### src/rtl/drp_pkg.sv
// Shared types and constants for the descriptor projection core
`timescale 1ns / 1ps
`default_nettype none
package drp_pkg;

  localparam int PROJ_SLOTS = 4;
  localparam int MAX_ROWS  = 1024;
  localparam int DESC_COLS = 128;

  localparam int PROJ_W = $clog2(PROJ_SLOTS);
  localparam int ROW_W  = $clog2(MAX_ROWS);
  localparam int COL_W  = $clog2(DESC_COLS);
  localparam int WADDR_W = PROJ_W + ROW_W;
  localparam int AADDR_W = PROJ_W + COL_W;
  localparam int ACC_W   = 56;
  localparam int PROD_W  = 48;
  localparam int RCNT_W  = 11;
  localparam int HIDX_W  = 9;
  localparam int QFIFO_DEPTH = 4;
  localparam int QPTR_W = $clog2(QFIFO_DEPTH);
  localparam int DIV_CNT_W = $clog2(ACC_W + 1);

  localparam logic signed [ACC_W-1:0] ACC_MAX = {1'b0, {(ACC_W-1){1'b1}}};
  localparam logic signed [ACC_W-1:0] ACC_MIN = {1'b1, {(ACC_W-1){1'b0}}};

  typedef enum logic [1:0] {
    CMD_LOAD  = 2'd0,
    CMD_CLEAR = 2'd1,
    CMD_ELEM  = 2'd2,
    CMD_READ  = 2'd3
  } cmd_t;

  localparam logic CFG_NPROJ = 1'b0;
  localparam logic CFG_NCOLS = 1'b1;

  // Work item handed from front to back
  typedef struct packed {
    cmd_t                      cmd;
    logic [PROJ_W-1:0]         proj;
    logic [ROW_W-1:0]          row;
    logic [COL_W-1:0]          col;
    logic                      drop;
    logic [2:0]                nproj;
    logic signed [31:0]        value;
    logic [RCNT_W-1:0]         rows;
    logic [HIDX_W-1:0]         hidx;
    logic                      oor;
  } work_t;

endpackage
`default_nettype wire

### src/rtl/drp_queue.sv
// Short work queue between front and back
`timescale 1ns / 1ps
`default_nettype none
module drp_queue import drp_pkg::*; (
  input  wire logic  clk,
  input  wire logic  rst_n,
  input  wire logic  push,
  input  wire work_t push_data,
  output logic       full,
  input  wire logic  pop,
  output logic       empty,
  output work_t      pop_data
);

  work_t          mem_r [QFIFO_DEPTH];
  logic [QPTR_W-1:0] wp_r, rp_r;
  logic [QPTR_W:0]   cnt_r;

  assign full     = (cnt_r == (QPTR_W+1)'(QFIFO_DEPTH));
  assign empty    = (cnt_r == '0);
  assign pop_data = mem_r[rp_r];

  always_ff @(posedge clk) begin
    if (push && !full) mem_r[wp_r] <= push_data;
  end

  // pointers and fill count
  always_ff @(posedge clk) begin
    if (!rst_n) begin
      wp_r <= '0;
      rp_r <= '0;
      cnt_r <= '0;
    end else begin
      if (push && !full) wp_r <= wp_r + 1'b1;
      if (pop && !empty) rp_r <= rp_r + 1'b1;
      cnt_r <= cnt_r + (QPTR_W+1)'(push && !full) - (QPTR_W+1)'(pop && !empty);
    end
  end

endmodule
`default_nettype wire

### config.mk
export PLATFORM = sky130hd
export DESIGN_NAME = drp_queue
export DESIGN_NICKNAME = d
export VERILOG_FILES = /design/src/rtl/drp_pkg.sv /design/src/rtl/drp_queue.sv
export SDC_FILE = /design/constraint.sdc
export NUM_CORES = 1
export LEC_CHECK = 0
export BUFFER_PORTS_ARGS = -buffer_cell sky130_fd_sc_hd__buf_2
export CAP_MARGIN = 5
export CORE_MARGIN = 5
export CORE_UTILIZATION = 45
export DETAILED_ROUTE_END_ITERATION = 12
export PLACE_DENSITY_LB_ADDON = 0.1
export SYNTH_ARGS = -nofsm -noshare
export SYNTH_HDL_FRONTEND = slang
export SYNTH_SLANG_ARGS = --single-unit
export TNS_END_PERCENT = 10
### constraint.sdc
create_clock -name clk -period 5.7 [get_ports clk]
set_input_delay 0.855 -clock clk [delete_from_list [all_inputs] [get_ports clk]]
set_output_delay 0.855 -clock clk [all_outputs]
set_load 0.01 [all_outputs]
==> qor.yml <==
cts:
  path_clk_slew_ns: 0.06
  cts_buffers: 35
  tritoncts: "built"
  clock-sinks: 321
  max-clock-path-buffers: 3
  cts_setup_buffers: 0
  post_cts_resized: 0
  insertion_delay_ns: 0.50
  root_buffer: "clkbuf_16"
  postCtsHoldBufs: 0
  cts_max_level: 2
global_route:
  grt_usage_pct: 15.1
  antenna_found_initial: 3
  grt_overflow_total: 0
  met1_usage_pct: 19.4
  grt_pass1_vias: 5816
  busiest_layer: "met2"
  grt_util_met2_pct: 25.2
  grt_use_met3_pct: 4.78
  grt_pass1_wl_um: 33600
  grt_max_degree: 52
finish:
  diodes: 0
  fillers: 2010
  nets: 732
  drive_gt1_share_pct: 44.8
  finalInstanceArea_sq_um: 14000
  syn2layout_area_growth_pct: 18.8
sta:
  rsz0062_at_grt: "no"
  setup_viol: 0
  finClkSkew_ns: 0.0121
  finalHoldViolations: 0
  maxSlewHeadroom_pct: 32.8
  tns_ns: 0
  hold_ws_ns: 0.495
  timing.final.crit_share_pct: 61.6
  worstMarginPinSlew_ns: 1.01
  period_minus_slack_ns: 3.51
  fmax_mhz: 285
  final_max_slew_viol_count: 0
drt:
  drt-initial-drc-count: 403
  wirelength_um: 22000
  post_drt_via_cell_ratio: 5.25
  drtAntennaViolNets: 0
  drc_errors: 0
  vias: 5269
  drt-pass1-iter-count: 4
  wire_per_inst_um: 22.0
synth:
  syn_avg_cell_area_sq_um: 25.6
  synthCells: 459
  ys_seq_area_share_pct: 81.3
  yosys_warnings: 0
  synth.area.top_cells: "edfxtp_1, mux4_2, dfxtp_1, ha_1, buf_12"
  ys_types: 22
  synth_top_area_share_pct: 79.7
  yosys.area.top_type: "edfxtp_1"
  syn_nets: 548
  syn-cell-area_sq_um: 11700
  ys_ff_latch: 321
floorplanning:
  core-area_sq_um: 25900
  dieArea_sq_um: 29400
  num_io_pins: 162
  die_y_um: 172
  rows: 59
  start_util_pct: 45.3
  die_w_um: 172
power_and_ir_drop:
  internal_power_w: 0.00467
  seq_power_share_pct: 48.2
  p_per_area_nw_per_um2: 448
  p_switching_w: 0.00157
  pwr-share-comb_pct: 18.6
  swShare_pct: 25.2
  leakage_nw: 4.68
  ir_worst_vdd_mv: 0.324
  p_clk_share_pct: 33.2
  finalPower_w: 0.00624
critical_path:
  cp-end-kind: "output port"
  start_kind: "flop"
  critPathRequiredTime_ns: 4.85
  crit_path_end: "pop_data[73]"
  rr_startpoint: "cnt_r[2]"
  regToRegSetupSlack_ns: 3.11
  path_class: "flop to output port"
  worstPathMaxFanout: 47
  reg2reg_to: "mem_r[1][8]"
  critPathArrivalTime_ns: 2.66
  rr_worst_depth: 4
run:
  maxCapViolCount: 0
place:
  port_buffers: 161
  post_dp_cell_area_sq_um: 12900
  place_hpwl_um: 13100
  place_congestion: 0.691
run_status:
  status: "complete, no violations"
min_path:
  hold_class: "flop to flop"
==> worst min-delay path by stage <==
stage	from	depth (start not counted)	slack [ns]	end
3_3_place_gp	rp_r[1]	2	0.47	flop
2_1_floorplan	rp_r[0]	2	0.46	flop
4_1_cts	rp_r[0]	2	0.49	flop
6_report	rp_r[0]	2	0.49	rp_r[0]
3_5_place_dp	rp_r[0]	2	0.49	flop
5_1_grt	rp_r[0]	2	0.52	flop
==> cell usage in the layout, fill, tap and decap left out, types with 2 or more instances in the layout <==
cell / Yosys / layout
and2_1: 7 / 3
and2_4: 0 / 4
buf_2: 5 / 161
buf_4: 5 / 5
clkbuf_1: 6 / 10
clkbuf_16: 0 / 37
clkinv_1: 0 / 4
clkinv_2: 0 / 9
dfxtp_1: 9 / 7
dfxtp_4: 0 / 2
edfxtp_1: 312 / 312
ha_1: 6 / 6
inv_1: 6 / 6
mux2i_1: 2 / 2
mux4_2: 78 / 78
nand2_1: 6 / 6
nor2b_1: 2 / 2
o21ai_0: 3 / 3
xnor2_1: 2 / 2
==> metal layers <==
metal  part of all wire, %  vias up  wire (um)
li1                      -     2326          -
met1                    41     2744       8960
met2                    50      150      10900
met3                   7.6       43       1670
met4                   2.0        6        435
met5                  0.18        -         40
==> sequential cells by signal (all words and copies together) (netlist names), named ones only <==
register and cells:
rp_r 2, cnt_r 3, mem_r 312, wp_r 2
==> area by class of cell <==
cell class | count | area [sq um] | share of cell area (%)
Multi-Input combinational cell | 112 | 2030 | 14.6
Sequential cell | 321 | 9560 | 68.5
Clock buffer | 47 | 963 | 6.90
Inverter | 6 | 22.5 | 0.161
Tap cell | 335 | 419 | 3.00
Timing Repair Buffer | 167 | 863 | 6.19
Clock inverter | 15 | 98.8 | 0.708
==> kinds of logic after synthesis <==
| logic type | after synthesis | share of synthesized area (%) |
|---|---|---|
| adders and majority gates | 7 | 0.809 |
| DFF | 321 | 81.3 |
| AOI/OAI and AO/OA | 4 | 0.192 |
| xor gates and xnor gates | 2 | 0.149 |
| and+or+nand+nor | 19 | 0.926 |
| buffers and inverters | 26 | 1.52 |
| muxes | 80 | 15.1 |
==> critical path: stages (launching register included) <==
cell,delay [ns]
dfxtp_4,1.01
buf_12,0.35
mux4_2,0.57
buf_2,0.16
==> stage by stage <==
stage / cells / setup slack, ns / utilization, %
after global placement: 941 / 2.60 / 49.8
after floorplan: 459 / 2.20 / -
after CTS: 1003 / 2.05 / 53.9
after detailed placement: 941 / 2.59 / 49.8
final: 1003 / 2.19 / 53.9
after global routing: 1003 / 1.93 / 53.9
==> Yosys cell counts <==
master / n
edfxtp_1: 312
mux4_2: 78
dfxtp_1: 9
and2_1: 7
clkbuf_1: 6
ha_1: 6
inv_1: 6
nand2_1: 6
buf_2: 5
buf_4: 5
buf_12: 3
o21ai_0: 3
mux2i_1: 2
nor2b_1: 2
xnor2_1: 2
a21boi_0: 1
buf_6: 1
fa_1: 1
nor3_1: 1
nor3b_1: 1
or3_1: 1
or4bb_1: 1
==> power by group through the flow <==
stage	registers [W]	logic [W]	clock network [W]
after global placement	0.00306	0.00118	0
after floorplan	0.00296	0.000855	0
final	0.00301	0.00116	0.00208
after CTS	0.00302	0.00120	0.00213
after detailed placement	0.00307	0.00120	0
after global routing	0.00305	0.00127	0.00224
(Power assumes the default switching activity.)
