$ cat src/rtl/drp_pkg.sv
// Shared types and constants for the descriptor projection core
`timescale 1ns / 1ps
`default_nettype none
package drp_pkg;

  localparam int PROJ_SLOTS = 4;
  localparam int MAX_ROWS  = 1024;
  localparam int DESC_COLS = 128;

  localparam int PROJ_W = $clog2(PROJ_SLOTS);
  localparam int ROW_W  = $clog2(MAX_ROWS);
  localparam int COL_W  = $clog2(DESC_COLS);
  localparam int WADDR_W = PROJ_W + ROW_W;
  localparam int AADDR_W = PROJ_W + COL_W;
  localparam int ACC_W   = 56;
  localparam int PROD_W  = 48;
  localparam int RCNT_W  = 11;
  localparam int HIDX_W  = 9;
  localparam int QFIFO_DEPTH = 4;
  localparam int QPTR_W = $clog2(QFIFO_DEPTH);
  localparam int DIV_CNT_W = $clog2(ACC_W + 1);

  localparam logic signed [ACC_W-1:0] ACC_MAX = {1'b0, {(ACC_W-1){1'b1}}};
  localparam logic signed [ACC_W-1:0] ACC_MIN = {1'b1, {(ACC_W-1){1'b0}}};

  typedef enum logic [1:0] {
    CMD_LOAD  = 2'd0,
    CMD_CLEAR = 2'd1,
    CMD_ELEM  = 2'd2,
    CMD_READ  = 2'd3
  } cmd_t;

  localparam logic CFG_NPROJ = 1'b0;
  localparam logic CFG_NCOLS = 1'b1;

  // Work item handed from front to back
  typedef struct packed {
    cmd_t                      cmd;
    logic [PROJ_W-1:0]         proj;
    logic [ROW_W-1:0]          row;
    logic [COL_W-1:0]          col;
    logic                      drop;
    logic [2:0]                nproj;
    logic signed [31:0]        value;
    logic [RCNT_W-1:0]         rows;
    logic [HIDX_W-1:0]         hidx;
    logic                      oor;
  } work_t;

endpackage
`default_nettype wire

$ cat src/rtl/drp_front.sv
// Front end: accepts commands, resolves registers, works out read addresses
`timescale 1ns / 1ps
`default_nettype none
module drp_front import drp_pkg::*; (
  input  wire logic              clk,
  input  wire logic              rst_n,
  input  wire logic              start,
  output logic                   busy,
  input  wire logic [1:0]        in_cmd,
  input  wire logic [1:0]        in_proj_index,
  input  wire logic [9:0]        in_row_index,
  input  wire logic [6:0]        in_col_index,
  input  wire logic signed [15:0] in_weight,
  input  wire logic signed [31:0] in_sample_value,
  input  wire logic [10:0]       in_row_count,
  input  wire logic [8:0]        in_hash_index,
  input  wire logic              cfg_valid,
  output logic                   cfg_ready,
  input  wire logic              cfg_index,
  input  wire logic [7:0]        cfg_data,
  input  wire logic              q_full,
  output logic                   q_push,
  output work_t                  q_data
);

  logic [2:0] nproj_r;
  logic [7:0] ncols_r;
  logic [2:0] np_eff;
  logic [8:0] nc_eff;
  logic       busy_r, busy_nxt;
  work_t      hold_r;
  logic [8:0] rem_r, rem_nxt;
  logic [PROJ_W:0] pq_r, pq_nxt;
  logic       accept;

  assign cfg_ready = 1'b1;

  // configuration registers
  always_ff @(posedge clk) begin
    if (!rst_n) begin
      nproj_r <= 3'd4;
      ncols_r <= 8'd128;
    end else if (cfg_valid) begin
      if (cfg_index == CFG_NPROJ) nproj_r <= cfg_data[2:0];
      else ncols_r <= cfg_data;
    end
  end

  assign np_eff = (nproj_r == 3'd0) ? 3'd1 :
                  (nproj_r > 3'(PROJ_SLOTS)) ? 3'(PROJ_SLOTS) : nproj_r;
  assign nc_eff = (ncols_r == 8'd0) ? 9'd1 :
                  ({1'b0, ncols_r} > 9'(DESC_COLS)) ? 9'(DESC_COLS) : {1'b0, ncols_r};

  assign busy   = busy_r;
  assign accept = start && !busy_r;

  // a read splits hash_index into projection and column by repeated subtract
  always_comb begin
    busy_nxt = busy_r;
    rem_nxt  = rem_r;
    pq_nxt   = pq_r;
    q_push   = 1'b0;
    q_data   = hold_r;
    if (accept) begin
      busy_nxt = 1'b1;
      rem_nxt  = in_hash_index;
      pq_nxt   = '0;
    end else if (busy_r) begin
      if (hold_r.cmd == CMD_READ && rem_r >= nc_eff && !hold_r.oor) begin
        rem_nxt = rem_r - nc_eff;
        pq_nxt  = pq_r + 1'b1;
      end else if (!q_full) begin
        q_push   = 1'b1;
        busy_nxt = 1'b0;
        if (hold_r.cmd == CMD_READ) begin
          q_data.proj = pq_r[PROJ_W-1:0];
          q_data.col  = rem_r[COL_W-1:0];
        end
      end
    end
  end

  always_ff @(posedge clk) begin
    if (!rst_n) begin
      busy_r <= 1'b0;
    end else begin
      busy_r <= busy_nxt;
    end
  end

  // item capture
  always_ff @(posedge clk) begin
    rem_r <= rem_nxt;
    pq_r  <= pq_nxt;
    if (accept) begin
      hold_r.cmd   <= cmd_t'(in_cmd);
      hold_r.proj  <= in_proj_index;
      hold_r.row   <= in_row_index;
      hold_r.col   <= in_col_index;
      hold_r.drop  <= ({2'b0, in_col_index} >= nc_eff);
      hold_r.nproj <= np_eff;
      hold_r.value <= (in_cmd == CMD_LOAD) ? 32'(in_weight) : in_sample_value;
      hold_r.rows  <= in_row_count;
      hold_r.hidx  <= in_hash_index;
      hold_r.oor   <= (12'(in_hash_index) >= 12'(np_eff) * 12'(nc_eff));
    end
  end

endmodule
`default_nettype wire

$ cat config.mk
export PLATFORM = sky130hd
export DESIGN_NAME = drp_front
export DESIGN_NICKNAME = d
export VERILOG_FILES = /design/src/rtl/drp_pkg.sv /design/src/rtl/drp_front.sv
export SDC_FILE = /design/constraint.sdc
export NUM_CORES = 1
export LEC_CHECK = 0
export BUFFER_PORTS_ARGS = -buffer_cell sky130_fd_sc_hd__buf_2
export CAP_MARGIN = 30
export CELL_PAD_IN_SITES_DETAIL_PLACEMENT = 1
export CELL_PAD_IN_SITES_GLOBAL_PLACEMENT = 2
export CORE_MARGIN = 2
export CORE_UTILIZATION = 29
export CTS_CLUSTER_DIAMETER = 150
export DETAILED_ROUTE_END_ITERATION = 6
export PLACE_DENSITY = 0.79
export SLEW_MARGIN = 0
export SYNTH_ARGS = -nofsm -noshare
export SYNTH_HDL_FRONTEND = slang
export SYNTH_SLANG_ARGS = --single-unit
$ cat constraint.sdc
create_clock -name clk -period 4 [get_ports clk]
set_input_delay 0.4 -clock clk [delete_from_list [all_inputs] [get_ports clk]]
set_output_delay 0.4 -clock clk [all_outputs]
set_load 0.005 [all_outputs]
==> summary.md <==
| Metric | Value |
|---|---|
| Status | finished clean |
| Antenna viol nets, final | 0 |
| CP Max Fanout | 3 |
| HP Class | input port to flop |
| Clk buf depth | 2 |
| Avg WL per Cell | about 16 microns |
| Post-synth EDFFs | 87 |
| First-pass GRT wire length | 21.5 mm |
| Post-synthesis sequential area ratio | 51.1% |
| PortBufs | 182 |
| Multi-input logic area | 2080 sq um |
| Die Span Y | around 140 microns |
| Critical Path RT | 4.11 ns |
| Commonest non-fill, non-tap cell in the layout | buf_2 |
| Gp weighted congestion | around 0.80 |
| Rows | 51 |
| Count of final setup violators | 0 |
| Number of remaining DRC errors | 0 |
| Die width | roughly 140 microns |
| Final setup margin | 0.174 ns |
| Share of the synthesized area in the top cell type | between 40% and 50% |
| Initial core utilization | ~29% |
| Worst-Margin Slew | around 0.66 ns |
| Worst skew pair latency | roughly 0.36 ns |
| Max Clk Rate | 261 MHz |
| Worst Skew | ~0.0097 ns |
| Hold depth | 1 |
| CP max stage delay | 0.41 ns |
| Dpl ws | -0.122 ns |
| MaxCap Viol Count | 0 |
| Num CTS Buffers | 9 |
| Layout cell share with drive strength beyond 1 | 35.8% |
| Finished Cell Area | roughly 6700 sq um |
| Area Growth Syn to Fin | 19.0% |
| YS warnings | 0 |
| Commonest non-fill, non-tap cells in the layout | buf_2 (182), edfxtp_1 (87), nand2_1 (74), ha_1 (32), inv_1 (29) |
| DR vias/cell | 4.47 |
| TritonCTS clock tree | built |
| Crit path kind | flop to flop |
| Nature of the critical path startpoint | flop |
| Post-Route Setup TNS | 0 ns |
| 1st-iter DRT viols | 101 |
| Clk sinks | slightly above 100 |
| Power density cells | 389 nW/um^2 |
| Mapped Nets | 660 |
| Clk slew on worst S/H paths | roughly 0.08 ns |
| Largest cells by area after synthesis | edfxtp_1 (46%), buf_4 (9.4%), ha_1 (7.1%) |
| Number of I/O pins | 184 |
| Post-DP HPWL | about 11 mm |
| Syn Inst Count | approximately 520 |
| DRT Pass-1 Iters | 4 |
| RSZ-0062 raised after global routing | no |
| Netlist cell types | between 40 and 50 |
| Core area | just under 20000 sq um |
| Routed wire length | 14.1 mm |
| Worst setup EP type | flop |
| Synthesized area per cell | 11.0 sq um |
| Root buffer cell | clkbuf_16 |
| Global route total overflow | 0 |
| Via count | a little over 4000 |
| Vias in the first global route | 4199 |
| Max-slew violations | 0 |
| Crit path DAT | 3.93 ns |
| Reg2Reg Depth | 18 |
| Synth Cell Area | ~5700 sq um |
| Cell Chain, Critical Path | nor4_2 > a21oi_2 > nor2_1 > and2_1 > fa_1 > ha_1 > inv_1 > fa_2 > nor2b_1 > o21ai_1 > a21boi_1 > o21ai_0 > nand2b_1 > xnor2_1 > ha_1 > or3_1 > o221ai_1 > a211oi_1 |
| Lkg Pwr | ~3 nW |
| Largest net degree at the start of global routing | between 40 and 50 |
| Worst rel slew slack | between 50 and 60% |
| Initial antenna violation count | 0 |
| Primary FF master, synth | edfxtp_1 |
| Most common cell on crit path | ha_1 |
| Area leader, netlist | edfxtp_1 |
| Minimum clock period | 3.83 ns |
| Die area | approximately 21000 sq um |
| Antenna cell count | 0 |
| Final hold slack | 0.213 ns |
| Fillers | around 2200 |
| Final hold violation count | 0 |
| Register Area | about 2900 sq um |
| Final worst path period share | roughly 96% |
| Seq cells post-synth | 101 |
| Area after DPL | between 6000 and 7000 sq um |
| Final #Nets | approximately 780 |
| Design Power | about 2.6 mW |
| Post-synth ARST share | 0% |
| CP max stage cell | or3_1 |
| CTS H-tree depth | 3 |
| Worst vdd rail ir drop | approximately 0.19 mV |
| Total GRT Usage | a little over an eighth |
## path summary, 6_finish.rpt
path | startpoint | slack, ns | end
hold reg to reg | pq_r[0] | 0.47 | pq_r[0]
hold / removal | in_row_count[1] | 0.21 | q_data[11]
setup / recovery | ncols_r[1] | 0.17 | q_data[0]
setup reg to reg | ncols_r[1] | 0.17 | q_data[0]
## routing by layer
metal | wire length [microns] | GRT usage (%) | vias up
met5 | 0 | 0 | -
met4 | 243 | 4.64 | 0
met3 | 927 | 3.37 | 18
met2 | 7000 | 24.1 | 141
met1 | 5940 | 15.8 | 1933
li1 | - | - | 1954
## worst max-delay path: cells and delay by family (launching register included)
family,cells,cell delay (ns)
xor gates and xnor gates,1,0.13
and+or+nand+nor,6,1.16
DFF,1,0.33
AOI/OAI and AO/OA,6,0.82
adders and majority gates,4,1.04
buffers and inverters,1,0.09
## state kept, by name, indices dropped and copies added, names as in the netlist
| register | cells |
|---|---|
| rem_r | 9 |
| nproj_r | 3 |
| q_data | 69 |
| pq_r | 2 |
| busy | 1 |
| ncols_r | 8 |
| hold_r | 9 |
## cell families (layout without fill, tap and decap cells)
family | count (synthesis) | in the layout | share of synthesized area, %
and+or+nand+nor | 154 | 154 | 12.5
buffers and inverters | 118 | 241 | 12.5
DFF | 101 | 101 | 51.1
AOI/OAI and AO/OA | 77 | 77 | 9.39
adders and majority gates | 42 | 42 | 10.3
muxes | 13 | 13 | 2.50
xor gates and xnor gates | 11 | 11 | 1.70
other | 1 | 1 | 0.0662
## synth_stat cells, drive strengths merged, types with 2 or more instances
cell and number:
a211oi 4, a21boi 8, a21o 23, a21oi 18, a221o 2, and2 7
buf 71, clkbuf 16, dfxtp 14, edfxtp 87, fa 8, ha 32
inv 30, maj3 2, mux2 9, mux2i 4, nand2 74, nand2b 7
nand3 18, nor2 25, nor2b 10, nor3 4, o211ai 2, o21a 4
o21ai 8, or3 2, xnor2 6, xor2 5
## where the power goes
part	switching (mW)	internal [mW]	total, mW
Combinational	0.222	0.183	0.405
Sequential	0.0344	1.24	1.28
Clock	0.433	0.503	0.936
Total	0.690	1.93	2.62
## final cells by class
class	instances	share of cell area (%)
clock buffer	9	3.34
tap	265	4.92
clock inverter	7	1.30
sequential	101	43.0
inverter	31	1.75
timing repair buffer	194	14.9
multi-input combinational	298	30.9
## metrics by stage
stage | utilization, % | cells
floorplan | - | 517
global placement | 33.0 | 886
detailed placement | 33.0 | 886
CTS | 34.7 | 904
global route | 34.8 | 905
finish | 34.8 | 905
## repair_timing
| item | CTS | global route |
|---|---|---|
| pin swaps | 1 | 3 |
| setup buffers | 2 | 1 |
| gates resized for setup | 3 | 5 |
| setup endpoints to repair | 1 | 6 |
| hold buffers | 0 | 0 |
(Power assumes the default switching activity.)
